$ cat src/sv/mbet_pkg.sv
// shared constants and types of the mandelbrot escape-time core
// no dependencies; every other file of the block uses it
package mbet_pkg;

  localparam int DEF_GRID_SIZE  = 64;
  localparam int DEF_MAX_ITER   = 256;
  localparam int DEF_FRAC_BITS  = 28;

  localparam int COORD_W        = 32;
  localparam int ZOOM_W         = 5;
  localparam int COUNT_W        = 9;
  localparam int CFG_IDX_W      = 2;

  localparam logic [ZOOM_W-1:0] DEF_ZOOM_SHIFT = ZOOM_W'(5);

  typedef enum logic [CFG_IDX_W-1:0] {
    REG_CENTER_REAL = 2'd0,
    REG_CENTER_IMAG = 2'd1,
    REG_ZOOM_SHIFT  = 2'd2
  } reg_e;

  typedef enum logic [2:0] {
    ST_IDLE,
    ST_INIT,
    ST_MUL_GO,
    ST_MUL_WAIT,
    ST_UPDATE,
    ST_CHECK,
    ST_DONE
  } state_e;

  typedef enum logic [1:0] {
    SEL_RI,
    SEL_RR,
    SEL_II
  } sel_e;

endpackage

$ cat src/sv/mbet_cfg_if.sv
// configuration write channel of the mandelbrot escape-time core
// depends on mbet_pkg for the index and data widths
interface mbet_cfg_if;
  logic                            valid;
  logic                            ready;
  logic [mbet_pkg::CFG_IDX_W-1:0]  index;
  logic [mbet_pkg::COORD_W-1:0]    data;

  modport source (output valid, output index, output data, input ready);
  modport sink   (input valid, input index, input data, output ready);
endinterface

$ cat src/sv/mbet_pixel_if.sv
// pixel request channel: column and row index of one grid point
// depends on mbet_pkg for the default grid size
interface mbet_pixel_if #(
  parameter int IDX_W = $clog2(mbet_pkg::DEF_GRID_SIZE)
);
  logic             valid;
  logic             ready;
  logic [IDX_W-1:0] col_index;
  logic [IDX_W-1:0] row_index;

  modport source (output valid, output col_index, output row_index, input ready);
  modport sink   (input valid, input col_index, input row_index, output ready);
endinterface

$ cat src/sv/mbet_result_if.sv
// result channel: escape count and in-set flag of one pixel
// depends on mbet_pkg for the count width
interface mbet_result_if;
  logic                          valid;
  logic                          ready;
  logic [mbet_pkg::COUNT_W-1:0]  escape_count;
  logic                          in_set;

  modport source (output valid, output escape_count, output in_set, input ready);
  modport sink   (input valid, input escape_count, input in_set, output ready);
endinterface

$ cat src/sv/mbet_mul.sv
// iterative signed fixed-point multiplier, one operand chunk per cycle
// floor rounding and saturation to Q8.FRAC_BITS; depends on mbet_pkg
module mbet_mul #(
  parameter int FRAC_BITS = mbet_pkg::DEF_FRAC_BITS
) (
  input  logic                         clk_i,
  input  logic                         rst_ni,
  input  logic                         start_i,
  input  logic signed [FRAC_BITS+7:0]  a_i,
  input  logic signed [FRAC_BITS+7:0]  b_i,
  output logic                         done_o,
  output logic signed [FRAC_BITS+7:0]  p_o
);

  localparam int QW   = FRAC_BITS + 8;
  localparam int CH   = 18;
  localparam int NCH  = (QW + CH - 1) / CH;
  localparam int BW   = NCH * CH;
  localparam int AW   = QW + BW;
  localparam int RW   = AW - FRAC_BITS;
  localparam int CNTW = $clog2(NCH + 1);

  localparam logic [RW-1:0] NEG_LIM = RW'(1) << (QW - 1);
  localparam logic [RW-1:0] POS_LIM = (RW'(1) << (QW - 1)) - RW'(1);
  localparam logic [QW-1:0] QMAX    = {1'b0, {(QW-1){1'b1}}};
  localparam logic [QW-1:0] QMIN    = {1'b1, {(QW-1){1'b0}}};

  logic [QW-1:0]   ua_q;
  logic [BW-1:0]   ub_q;
  logic [AW-1:0]   acc_q;
  logic            neg_q;
  logic [CNTW-1:0] cnt_q;
  logic            fin_q;
  logic            done_q;
  logic [QW-1:0]   p_q;

  logic [QW+CH-1:0] prod;
  logic [AW-1:0]    acc_step;
  logic [RW-1:0]    quo;
  logic             rnd;
  logic [RW-1:0]    quo_r;
  logic [QW-1:0]    p_d;

  always_comb begin
    prod     = ua_q * ub_q[BW-1 -: CH];
    acc_step = (acc_q << CH) + AW'(prod);
    quo      = acc_q[AW-1:FRAC_BITS];
    rnd      = neg_q & (|acc_q[FRAC_BITS-1:0]);
    quo_r    = quo + RW'(rnd);
    if (neg_q) begin
      p_d = (quo_r > NEG_LIM) ? QMIN : QW'(-quo_r);
    end else begin
      p_d = (quo_r > POS_LIM) ? QMAX : quo_r[QW-1:0];
    end
  end

  always_ff @(posedge clk_i or negedge rst_ni) begin
    if (!rst_ni) begin
      cnt_q  <= '0;
      fin_q  <= 1'b0;
      done_q <= 1'b0;
    end else begin
      done_q <= fin_q;
      fin_q  <= 1'b0;
      if (start_i) begin
        cnt_q <= CNTW'(NCH);
      end else if (cnt_q != '0) begin
        cnt_q <= cnt_q - CNTW'(1);
        fin_q <= (cnt_q == CNTW'(1));
      end
    end
  end

  always_ff @(posedge clk_i) begin
    if (start_i) begin
      ua_q  <= a_i[QW-1] ? QW'(-a_i) : QW'(a_i);
      ub_q  <= BW'(b_i[QW-1] ? QW'(-b_i) : QW'(b_i));
      neg_q <= a_i[QW-1] ^ b_i[QW-1];
      acc_q <= '0;
    end else if (cnt_q != '0) begin
      acc_q <= acc_step;
      ub_q  <= ub_q << CH;
    end
    if (fin_q) begin
      p_q <= p_d;
    end
  end

  assign done_o = done_q;
  assign p_o    = $signed(p_q);

endmodule

$ cat src/sv/mandelbrot_escape_time_core.sv
// Escape-time core for one pixel of a GRID_SIZE square view of the Mandelbrot set. A pixel
// request maps its column and row to c = center + offset * 2^-zoom_shift and iterates
// z = z^2 + c in saturating Q8.FRAC_BITS until |z|^2 exceeds 4 or MAX_ITER is reached.
// All products go through one shared iterative multiplier that takes one 18-bit chunk of an
// operand per cycle, in NCH = ceil((FRAC_BITS+8)/18) chunks per product. Each iteration needs
// three products plus an update and a check. The core takes one pixel at a time; a finished
// result waits in an output register so the next pixel can start while it is pending.
module mandelbrot_escape_time_core #(
  parameter int GRID_SIZE = mbet_pkg::DEF_GRID_SIZE,
  parameter int MAX_ITER  = mbet_pkg::DEF_MAX_ITER,
  parameter int FRAC_BITS = mbet_pkg::DEF_FRAC_BITS
) (
  input  logic                 clk_i,
  input  logic                 rst_ni,
  mbet_cfg_if.sink             cfg_i,
  mbet_pixel_if.sink           pixel_i,
  mbet_result_if.source        result_o
);

  localparam int IDX_W = $clog2(GRID_SIZE);
  localparam int HALF  = GRID_SIZE / 2;
  localparam int QW    = FRAC_BITS + 8;
  localparam int CNT_W = $clog2(MAX_ITER + 1);
  localparam int SHW   = $clog2(FRAC_BITS + 32);
  localparam int SUM_A = IDX_W + FRAC_BITS + 3;
  localparam int SUM_B = (SUM_A > 34) ? SUM_A : 34;
  localparam int CWD   = (SUM_B > QW + 1) ? SUM_B : QW + 1;

  typedef logic signed [QW-1:0]  q_t;
  typedef logic signed [QW+1:0]  qx_t;
  typedef logic signed [CWD-1:0] cx_t;
  typedef logic signed [IDX_W:0] off_t;

  localparam qx_t QMAX_X = $signed({3'b000, {(QW-1){1'b1}}});
  localparam qx_t QMIN_X = $signed({3'b111, {(QW-1){1'b0}}});
  localparam cx_t CMAX_X = $signed({{(CWD-QW+1){1'b0}}, {(QW-1){1'b1}}});
  localparam cx_t CMIN_X = $signed({{(CWD-QW+1){1'b1}}, {(QW-1){1'b0}}});
  localparam logic [QW:0] LIMIT = (QW+1)'(4) << FRAC_BITS;

  function automatic q_t sat_q(input qx_t v);
    if (v > QMAX_X) begin
      return QMAX_X[QW-1:0];
    end else if (v < QMIN_X) begin
      return QMIN_X[QW-1:0];
    end
    return v[QW-1:0];
  endfunction

  function automatic q_t sat_c(input cx_t v);
    if (v > CMAX_X) begin
      return CMAX_X[QW-1:0];
    end else if (v < CMIN_X) begin
      return CMIN_X[QW-1:0];
    end
    return v[QW-1:0];
  endfunction

  function automatic cx_t scale_off(input off_t off, input logic [mbet_pkg::ZOOM_W-1:0] zoom);
    cx_t            off_x;
    logic [SHW-1:0] zx;
    logic [SHW-1:0] fb;
    off_x = cx_t'(off);
    zx    = SHW'(zoom);
    fb    = SHW'(FRAC_BITS);
    if (zx <= fb) begin
      return off_x <<< (fb - zx);
    end
    return off_x >>> (zx - fb);
  endfunction

  mbet_pkg::state_e state_q, state_d;
  mbet_pkg::sel_e   sel_q, sel_d;

  logic signed [mbet_pkg::COORD_W-1:0] center_real_q;
  logic signed [mbet_pkg::COORD_W-1:0] center_imag_q;
  logic [mbet_pkg::ZOOM_W-1:0]         zoom_q;

  logic [IDX_W-1:0] col_q, row_q;
  q_t               cr_q, ci_q, zr_q, zi_q, rr_q, ii_q, ri_q;
  q_t               cr_d, ci_d, zr_d, zi_d, rr_d, ii_d, ri_d;
  logic [CNT_W-1:0] iter_q, iter_d;
  logic [CNT_W-1:0] fin_cnt_q, fin_cnt_d;
  logic             res_valid_q, res_valid_d;
  logic [CNT_W-1:0] res_cnt_q;
  logic             res_in_set_q;
  logic             res_load;

  logic             pix_req;
  logic             mul_start;
  logic             mul_done;
  q_t               mul_a, mul_b, mul_p;
  off_t             col_off, row_off;
  logic [QW:0]      mag;

  assign pix_req = pixel_i.valid && pixel_i.ready;

  // configuration registers
  assign cfg_i.ready = 1'b1;

  always_ff @(posedge clk_i or negedge rst_ni) begin
    if (!rst_ni) begin
      center_real_q <= '0;
      center_imag_q <= '0;
      zoom_q        <= mbet_pkg::DEF_ZOOM_SHIFT;
    end else if (cfg_i.valid) begin
      case (cfg_i.index)
        mbet_pkg::REG_CENTER_REAL: center_real_q <= $signed(cfg_i.data);
        mbet_pkg::REG_CENTER_IMAG: center_imag_q <= $signed(cfg_i.data);
        mbet_pkg::REG_ZOOM_SHIFT:  zoom_q <= cfg_i.data[mbet_pkg::ZOOM_W-1:0];
        default: ;
      endcase
    end
  end

  mbet_mul #(
    .FRAC_BITS (FRAC_BITS)
  ) u_mul (
    .clk_i   (clk_i),
    .rst_ni  (rst_ni),
    .start_i (mul_start),
    .a_i     (mul_a),
    .b_i     (mul_b),
    .done_o  (mul_done),
    .p_o     (mul_p)
  );

  always_comb begin
    case (sel_q)
      mbet_pkg::SEL_RI: begin
        mul_a = zr_q;
        mul_b = zi_q;
      end
      mbet_pkg::SEL_RR: begin
        mul_a = zr_q;
        mul_b = zr_q;
      end
      default: begin
        mul_a = zi_q;
        mul_b = zi_q;
      end
    endcase
  end

  assign col_off = off_t'({1'b0, col_q}) - off_t'(HALF);
  assign row_off = off_t'(HALF) - off_t'({1'b0, row_q});
  assign mag     = {1'b0, rr_q} + {1'b0, ii_q};

  // sequencer
  always_comb begin
    state_d   = state_q;
    sel_d     = sel_q;
    cr_d      = cr_q;
    ci_d      = ci_q;
    zr_d      = zr_q;
    zi_d      = zi_q;
    rr_d      = rr_q;
    ii_d      = ii_q;
    ri_d      = ri_q;
    iter_d    = iter_q;
    fin_cnt_d = fin_cnt_q;
    mul_start = 1'b0;
    res_load  = 1'b0;
    case (state_q)
      mbet_pkg::ST_IDLE: begin
        if (pix_req) begin
          state_d = mbet_pkg::ST_INIT;
        end
      end
      mbet_pkg::ST_INIT: begin
        cr_d   = sat_c(cx_t'(sat_c(cx_t'(center_real_q))) + scale_off(col_off, zoom_q));
        ci_d   = sat_c(cx_t'(sat_c(cx_t'(center_imag_q))) + scale_off(row_off, zoom_q));
        zr_d   = '0;
        zi_d   = '0;
        rr_d   = '0;
        ii_d   = '0;
        iter_d = CNT_W'(1);
        sel_d  = mbet_pkg::SEL_RI;
        if (MAX_ITER <= 1) begin
          fin_cnt_d = CNT_W'(MAX_ITER);
          state_d   = mbet_pkg::ST_DONE;
        end else begin
          state_d = mbet_pkg::ST_MUL_GO;
        end
      end
      mbet_pkg::ST_MUL_GO: begin
        mul_start = 1'b1;
        state_d   = mbet_pkg::ST_MUL_WAIT;
      end
      mbet_pkg::ST_MUL_WAIT: begin
        if (mul_done) begin
          case (sel_q)
            mbet_pkg::SEL_RI: begin
              ri_d    = mul_p;
              state_d = mbet_pkg::ST_UPDATE;
            end
            mbet_pkg::SEL_RR: begin
              rr_d    = mul_p;
              sel_d   = mbet_pkg::SEL_II;
              state_d = mbet_pkg::ST_MUL_GO;
            end
            default: begin
              ii_d    = mul_p;
              state_d = mbet_pkg::ST_CHECK;
            end
          endcase
        end
      end
      mbet_pkg::ST_UPDATE: begin
        zr_d    = sat_q(qx_t'(sat_q(qx_t'(rr_q) - qx_t'(ii_q))) + qx_t'(cr_q));
        zi_d    = sat_q(qx_t'(sat_q(qx_t'(ri_q) <<< 1)) + qx_t'(ci_q));
        sel_d   = mbet_pkg::SEL_RR;
        state_d = mbet_pkg::ST_MUL_GO;
      end
      mbet_pkg::ST_CHECK: begin
        if (mag > LIMIT) begin
          fin_cnt_d = iter_q;
          state_d   = mbet_pkg::ST_DONE;
        end else if (iter_q == CNT_W'(MAX_ITER - 1)) begin
          fin_cnt_d = CNT_W'(MAX_ITER);
          state_d   = mbet_pkg::ST_DONE;
        end else begin
          iter_d  = iter_q + CNT_W'(1);
          sel_d   = mbet_pkg::SEL_RI;
          state_d = mbet_pkg::ST_MUL_GO;
        end
      end
      mbet_pkg::ST_DONE: begin
        if (!res_valid_q || result_o.ready) begin
          res_load = 1'b1;
          state_d  = mbet_pkg::ST_IDLE;
        end
      end
      default: begin
        state_d = mbet_pkg::ST_IDLE;
      end
    endcase
  end

  always_comb begin
    res_valid_d = res_valid_q;
    if (res_load) begin
      res_valid_d = 1'b1;
    end else if (result_o.ready) begin
      res_valid_d = 1'b0;
    end
  end

  always_ff @(posedge clk_i or negedge rst_ni) begin
    if (!rst_ni) begin
      state_q     <= mbet_pkg::ST_IDLE;
      sel_q       <= mbet_pkg::SEL_RI;
      res_valid_q <= 1'b0;
    end else begin
      state_q     <= state_d;
      sel_q       <= sel_d;
      res_valid_q <= res_valid_d;
    end
  end

  always_ff @(posedge clk_i) begin
    if (pix_req) begin
      col_q <= pixel_i.col_index;
      row_q <= pixel_i.row_index;
    end
    cr_q      <= cr_d;
    ci_q      <= ci_d;
    zr_q      <= zr_d;
    zi_q      <= zi_d;
    rr_q      <= rr_d;
    ii_q      <= ii_d;
    ri_q      <= ri_d;
    iter_q    <= iter_d;
    fin_cnt_q <= fin_cnt_d;
    if (res_load) begin
      res_cnt_q    <= fin_cnt_q;
      res_in_set_q <= (fin_cnt_q == CNT_W'(MAX_ITER));
    end
  end

  assign pixel_i.ready         = (state_q == mbet_pkg::ST_IDLE);
  assign result_o.valid        = res_valid_q;
  assign result_o.escape_count = mbet_pkg::COUNT_W'(res_cnt_q);
  assign result_o.in_set       = res_in_set_q;

  // checks
  a_mul_done_in_wait: assert property (@(posedge clk_i) disable iff (!rst_ni)
    mul_done |-> (state_q == mbet_pkg::ST_MUL_WAIT))
    else $error("multiplier result outside a wait step");

  a_iter_bound: assert property (@(posedge clk_i) disable iff (!rst_ni)
    (state_q == mbet_pkg::ST_CHECK) |-> (iter_q != '0 && iter_q <= CNT_W'(MAX_ITER - 1)))
    else $error("iteration counter out of range");

  a_in_set_flag: assert property (@(posedge clk_i) disable iff (!rst_ni)
    res_valid_q |-> (res_in_set_q == (res_cnt_q == CNT_W'(MAX_ITER))))
    else $error("in-set flag disagrees with escape count");

  a_mul_start_idle: assert property (@(posedge clk_i) disable iff (!rst_ni)
    mul_start |=> !mul_done)
    else $error("multiplier finished too early");

endmodule
$ cat src/flat_wrapper.sv
// flat-port wrapper written by rule: the top's interface ports become plain ports
module mandelbrot_escape_time_core_flat 
#(
  parameter int GRID_SIZE = mbet_pkg::DEF_GRID_SIZE,
  parameter int MAX_ITER  = mbet_pkg::DEF_MAX_ITER,
  parameter int FRAC_BITS = mbet_pkg::DEF_FRAC_BITS
)
  (clk_i, rst_ni, cfg_i_valid, cfg_i_index, cfg_i_data, cfg_i_ready, pixel_i_valid, pixel_i_col_index, pixel_i_row_index, pixel_i_ready, result_o_valid, result_o_escape_count, result_o_in_set, result_o_ready);
  mbet_cfg_if cfg_i_i ();
  mbet_pixel_if pixel_i_i ();
  mbet_result_if result_o_i ();
  input  logic clk_i;
  input  logic rst_ni;
  input wire logic [$bits(cfg_i_i.valid)-1:0] cfg_i_valid;
  input wire logic [$bits(cfg_i_i.index)-1:0] cfg_i_index;
  input wire logic [$bits(cfg_i_i.data)-1:0] cfg_i_data;
  output wire logic [$bits(cfg_i_i.ready)-1:0] cfg_i_ready;
  input wire logic [$bits(pixel_i_i.valid)-1:0] pixel_i_valid;
  input wire logic [$bits(pixel_i_i.col_index)-1:0] pixel_i_col_index;
  input wire logic [$bits(pixel_i_i.row_index)-1:0] pixel_i_row_index;
  output wire logic [$bits(pixel_i_i.ready)-1:0] pixel_i_ready;
  output wire logic [$bits(result_o_i.valid)-1:0] result_o_valid;
  output wire logic [$bits(result_o_i.escape_count)-1:0] result_o_escape_count;
  output wire logic [$bits(result_o_i.in_set)-1:0] result_o_in_set;
  input wire logic [$bits(result_o_i.ready)-1:0] result_o_ready;
  assign cfg_i_i.valid = cfg_i_valid;
  assign cfg_i_i.index = cfg_i_index;
  assign cfg_i_i.data = cfg_i_data;
  assign cfg_i_ready = cfg_i_i.ready;
  assign pixel_i_i.valid = pixel_i_valid;
  assign pixel_i_i.col_index = pixel_i_col_index;
  assign pixel_i_i.row_index = pixel_i_row_index;
  assign pixel_i_ready = pixel_i_i.ready;
  assign result_o_valid = result_o_i.valid;
  assign result_o_escape_count = result_o_i.escape_count;
  assign result_o_in_set = result_o_i.in_set;
  assign result_o_i.ready = result_o_ready;
  mandelbrot_escape_time_core #(.GRID_SIZE(GRID_SIZE), .MAX_ITER(MAX_ITER), .FRAC_BITS(FRAC_BITS)) u_core (.clk_i(clk_i), .rst_ni(rst_ni), .cfg_i(cfg_i_i), .pixel_i(pixel_i_i), .result_o(result_o_i));
endmodule
$ cat config.mk
export PLATFORM = sky130hd
export DESIGN_NAME = mandelbrot_escape_time_core_flat
export DESIGN_NICKNAME = d
export VERILOG_FILES = /design/src/sv/mbet_pkg.sv /design/src/sv/mbet_cfg_if.sv /design/src/sv/mbet_pixel_if.sv /design/src/sv/mbet_result_if.sv /design/src/sv/mbet_mul.sv /design/src/sv/mandelbrot_escape_time_core.sv /design/src/flat_wrapper.sv
export SDC_FILE = /design/constraint.sdc
export NUM_CORES = 2
export LEC_CHECK = 0
export ABC_AREA = 1
export BUFFER_PORTS_ARGS = -buffer_cell sky130_fd_sc_hd__buf_4
export CAP_MARGIN = 10
export CORE_MARGIN = 4
export CORE_UTILIZATION = 66
export CTS_CLUSTER_DIAMETER = 60
export DETAILED_ROUTE_END_ITERATION = 8
export PLACE_DENSITY = 0.92
export SYNTH_ARGS = -nofsm -noshare
export SYNTH_HDL_FRONTEND = slang
export SYNTH_SLANG_ARGS = --single-unit
$ cat constraint.sdc
create_clock -name clk_i -period 7.8 [get_ports clk_i]
set_clock_uncertainty 0.2 [all_clocks]
set_input_delay 0.78 -clock clk_i [delete_from_list [all_inputs] [get_ports clk_i]]
set_output_delay 0.78 -clock clk_i [all_outputs]
set_load 0.005 [all_outputs]
==> impl_metrics.csv <==
group,metric,value,unit
sta,tns,0,ns
final_layout,nNetsFinal,9393,
global_route,first_global_vias,57300,
clock_tree,cts_tree,"yes",
final_layout,drive_gt1_share,4.81,%
setup_path,path_cells,"buf_4 > nand2_1 > inv_1 > fa_1 > fa_1 > fa_1 > fa_1 > fa_1 > fa_1 > ha_1 > nand2_1 > nor2_1 > inv_1 > nor4_1 > nand3_1 > nand3_1 > nand3_1 > nand3_1 > nand3_1 > o21ai_0 > a21oi_1 > nor2_1",
synth,synth_edf_count,401,
sta,max_freq,0.136,GHz
place,place_congestion,1.10,
global_route,grt.met3_usage,9.60,%
global_route,grt_usage,39.9,%
run,cap_violations,0,
detailed_routing,dr.pass1.iters,7,
setup_path,path_max_fanout,23,
die,rows,113,
synth,synth.distinct_cells,69,
synth,synthCells,8466,
sta,holdWs,0.0994,ns
global_route,top_usage_layer,"met2",
setup_path,critPathSlowestCell,"edfxtp_1",
sta,tightest_slew,1.12,ns
sta,finalCriticalPeriod,7.36,ns
hold_path,holdPathStages,1,
sta,slew_headroom,24.3,%
global_route,gr-usage-met1,55.1,%
status,status,"finished, final reports clean",
synth,yosys-top-cells-count,"nand2_1 (2023), inv_1 (1673), nor2_1 (622)",
final_layout,synthToLayoutAreaGrowth,6.70,%
die,initial_utilization,66.6,%
hold_path,min_from,"pixel_i_row_index[5]",
place,place_ws,0.651,ns
setup_path,rrSetupSlack,0.44,ns
detailed_routing,vias,58400,
global_route,antenna_found_initial,3,
synth,yosysMostFrequentCell,"nand2_1",
clock_tree,clk_latency,0.66,ns
setup_path,cpMostUsedCell,"fa_1",
synth,async_flop_share,14.3,%
clock_tree,cts-root-buf,"clkbuf_16",
die,chipHeight,318,um
global_route,grt_max_degree,93,
hold_path,hold_class,"in -> reg",
setup_path,critPathKind,"reg -> reg",
clock_tree,clock-sinks,552,
global_route,grt_pass1_wl,319000,um
setup_path,cpPeakStageDelay,0.79,ns
final_layout,final_cell_area,67600,um^2
synth,syn_avg_cell_area,7.49,um^2
synth,synthesis.area,63400,um^2
sta,drv_slew,0,
setup_path,cp-start-kind,"flip-flop",
die,num_io_pins,64,
sta,finalCritPeriodShare,94.4,%
clock_tree,htree_levels,3,
synth,synth-seq-area-share,24.4,%
detailed_routing,drc,0,
sta,hold_viol,0,
clock_tree,cts.reportedPaths.clkPinSlew,0.06,ns
global_route,grt_use_met2,59.6,%
global_route,grt_remaining_overflow,0,
clock_tree,clockBufferDepth,3,
hold_path,whs_endpoint,"u_core.row_q[5]$_DFFE_PP_",
clock_tree,numCtsBuffers,74,
die,die_area,101000,um^2
detailed_routing,viasPerCell,6.02,
sta,grt_setup_unrepaired,"no",
synth,ys_warn_count,0,
setup_path,ff2ff_path_depth,22,
sta,timing.final.ws_setup,0.440,ns
setup_path,arrival,7.72,ns
detailed_routing,drtIter0Drc,7516,
synth,synth_top_cell_area_share,19.0,%
setup_path,timing.rr.end,"u_core.u_mul.acc_q[70]$_SDFFE_PP0P_",
die,coreArea,95200,um^2
place,io_buffer_count,62,
synth,synth.area.top_cells,"edfxtp_1 (19%), fa_1 (19%), nand2_1 (12%)",
detailed_routing,finalWirelength,204000,um
detailed_routing,detail-route-antenna-nets,0,
place,dp_hpwl,165000,um
die,fp.dieW,318,um
synth,syn_nets,9482,
setup_path,required,8.16,ns
synth,ys_seq_elements,552,
place,place_area,65000,um^2
setup_path,worstReg2RegStart,"u_core.u_mul.ub_q[30]$_DFFE_PP_",
detailed_routing,wire_per_inst,21.0,um
synth,yosys_most_used_dff,"edfxtp_1",
sta,setup-violations-final,0,
synth,synth_top_area_cell,"edfxtp_1",
setup_path,crit_path_end_kind,"flip-flop",
[layout make-up]
class                           instances  area [um^2]
Fill cell                            7492        27500
Tap cell                             1265         1580
Sequential cell                       552        15500
Antenna cell                            3         7.51
Timing Repair Buffer                  157         1330
Clock buffer                           92         2010
Inverter                             1701         6390
Clock inverter                         44          536
Multi-Input combinational cell       5891        40300
[worst max-delay path: cells and delay by family, from the launching register on]
family / cells / cell delay (ns)
buf+inv: 3 / 0.71
compound gates: 2 / 0.31
flops: 1 / 0.79
simple gates: 10 / 1.80
fa+ha+maj: 7 / 3.42
[layout by cell type (no fill, tap or decap), types with 14 or more instances in the layout]
master,netlist,final
a21o_1,21,21
a21oi_1,520,519
a31oi_1,73,73
buf_4,10,143
clkbuf_16,0,76
dfrtp_1,77,77
dfxtp_1,72,72
edfxtp_1,401,401
fa_1,586,586
ha_1,379,378
inv_1,1673,1671
inv_2,27,28
nand2_1,2023,2021
nand3_1,224,223
nand4_1,67,67
nor2_1,622,618
nor2_2,12,14
nor3_1,75,73
nor4_1,34,34
o211ai_1,43,43
o21a_1,27,27
o21ai_0,616,615
o21ai_1,32,32
o21bai_1,50,50
o221ai_1,30,30
or2_2,17,17
xnor2_1,125,124
xor2_1,187,187
[stage by stage]
step / cells / util (%)
2_1_floorplan: 8466 / -
4_1_cts: 9696 / 71.0
5_1_grt: 9702 / 71.1
3_5_place_dp: 9559 / 68.3
3_3_place_gp: 9559 / 68.3
6_report: 9705 / 71.1
[worst max-delay path by stage]
stage                                                from  cells past startpoint                                  end  slack, ns
after floorplan             u_core.state_q[1]$_DFFE_PN0P_                      4             u_core.ii_q[0]$_DFFE_PP_       1.07
after global placement    u_core.u_mul.ub_q[19]$_DFFE_PP_                     29  u_core.u_mul.acc_q[69]$_SDFFE_PP0P_       0.66
after detailed placement  u_core.u_mul.ub_q[23]$_DFFE_PP_                     25  u_core.u_mul.acc_q[69]$_SDFFE_PP0P_       0.65
after CTS                  u_core.u_mul.ua_q[2]$_DFFE_PP_                     23  u_core.u_mul.acc_q[70]$_SDFFE_PP0P_       0.52
after global routing       u_core.u_mul.ua_q[3]$_DFFE_PP_                     23  u_core.u_mul.acc_q[70]$_SDFFE_PP0P_       0.02
final                     u_core.u_mul.ub_q[30]$_DFFE_PP_                     22  u_core.u_mul.acc_q[70]$_SDFFE_PP0P_       0.44
[registers in the layout, summed over array words and instances (netlist names), 3 cells and up]
signal,count
u_core.u_mul.acc_q,72
u_core.ci_q,36
u_core.cr_q,36
u_core.ii_q,36
u_core.ri_q,36
u_core.rr_q,36
u_core.u_mul.p_o,36
u_core.u_mul.ua_q,36
u_core.u_mul.ub_q,36
u_core.zi_q,36
u_core.zr_q,36
u_core.center_imag_q,32
u_core.center_real_q,32
u_core.fin_cnt_q,9
u_core.iter_q,9
u_core.result_o.escape_count,9
u_core.col_q,6
u_core.row_q,6
u_core.zoom_q,5
u_core.state_q,3
[metal layers]
layer	up-vias	routed length (um)
li1	26400	-
met1	27500	79700
met2	3824	87200
met3	684	25600
met4	2	11400
met5	-	7
[what timing repair did]
item | CTS | global route
buffers inserted | 0 | 6
hold buffers | 1 | 0
endpoints found under the hold margin | 15 | 0
endpoints found under the setup margin | 0 | 1
resized for setup | 0 | 1
[cells by family after synthesis]
family	synth area share, %
flops	24.4
simple gates	20.1
other cells	0.00592
xor+xnor	4.56
compound gates	12.8
fa+ha+maj	26.0
mux	0.0316
buf+inv	12.1
Power is left out: the tool's default activity adds up to more than one toggle a clock period on the data nets, which glitch-free logic cannot reach.
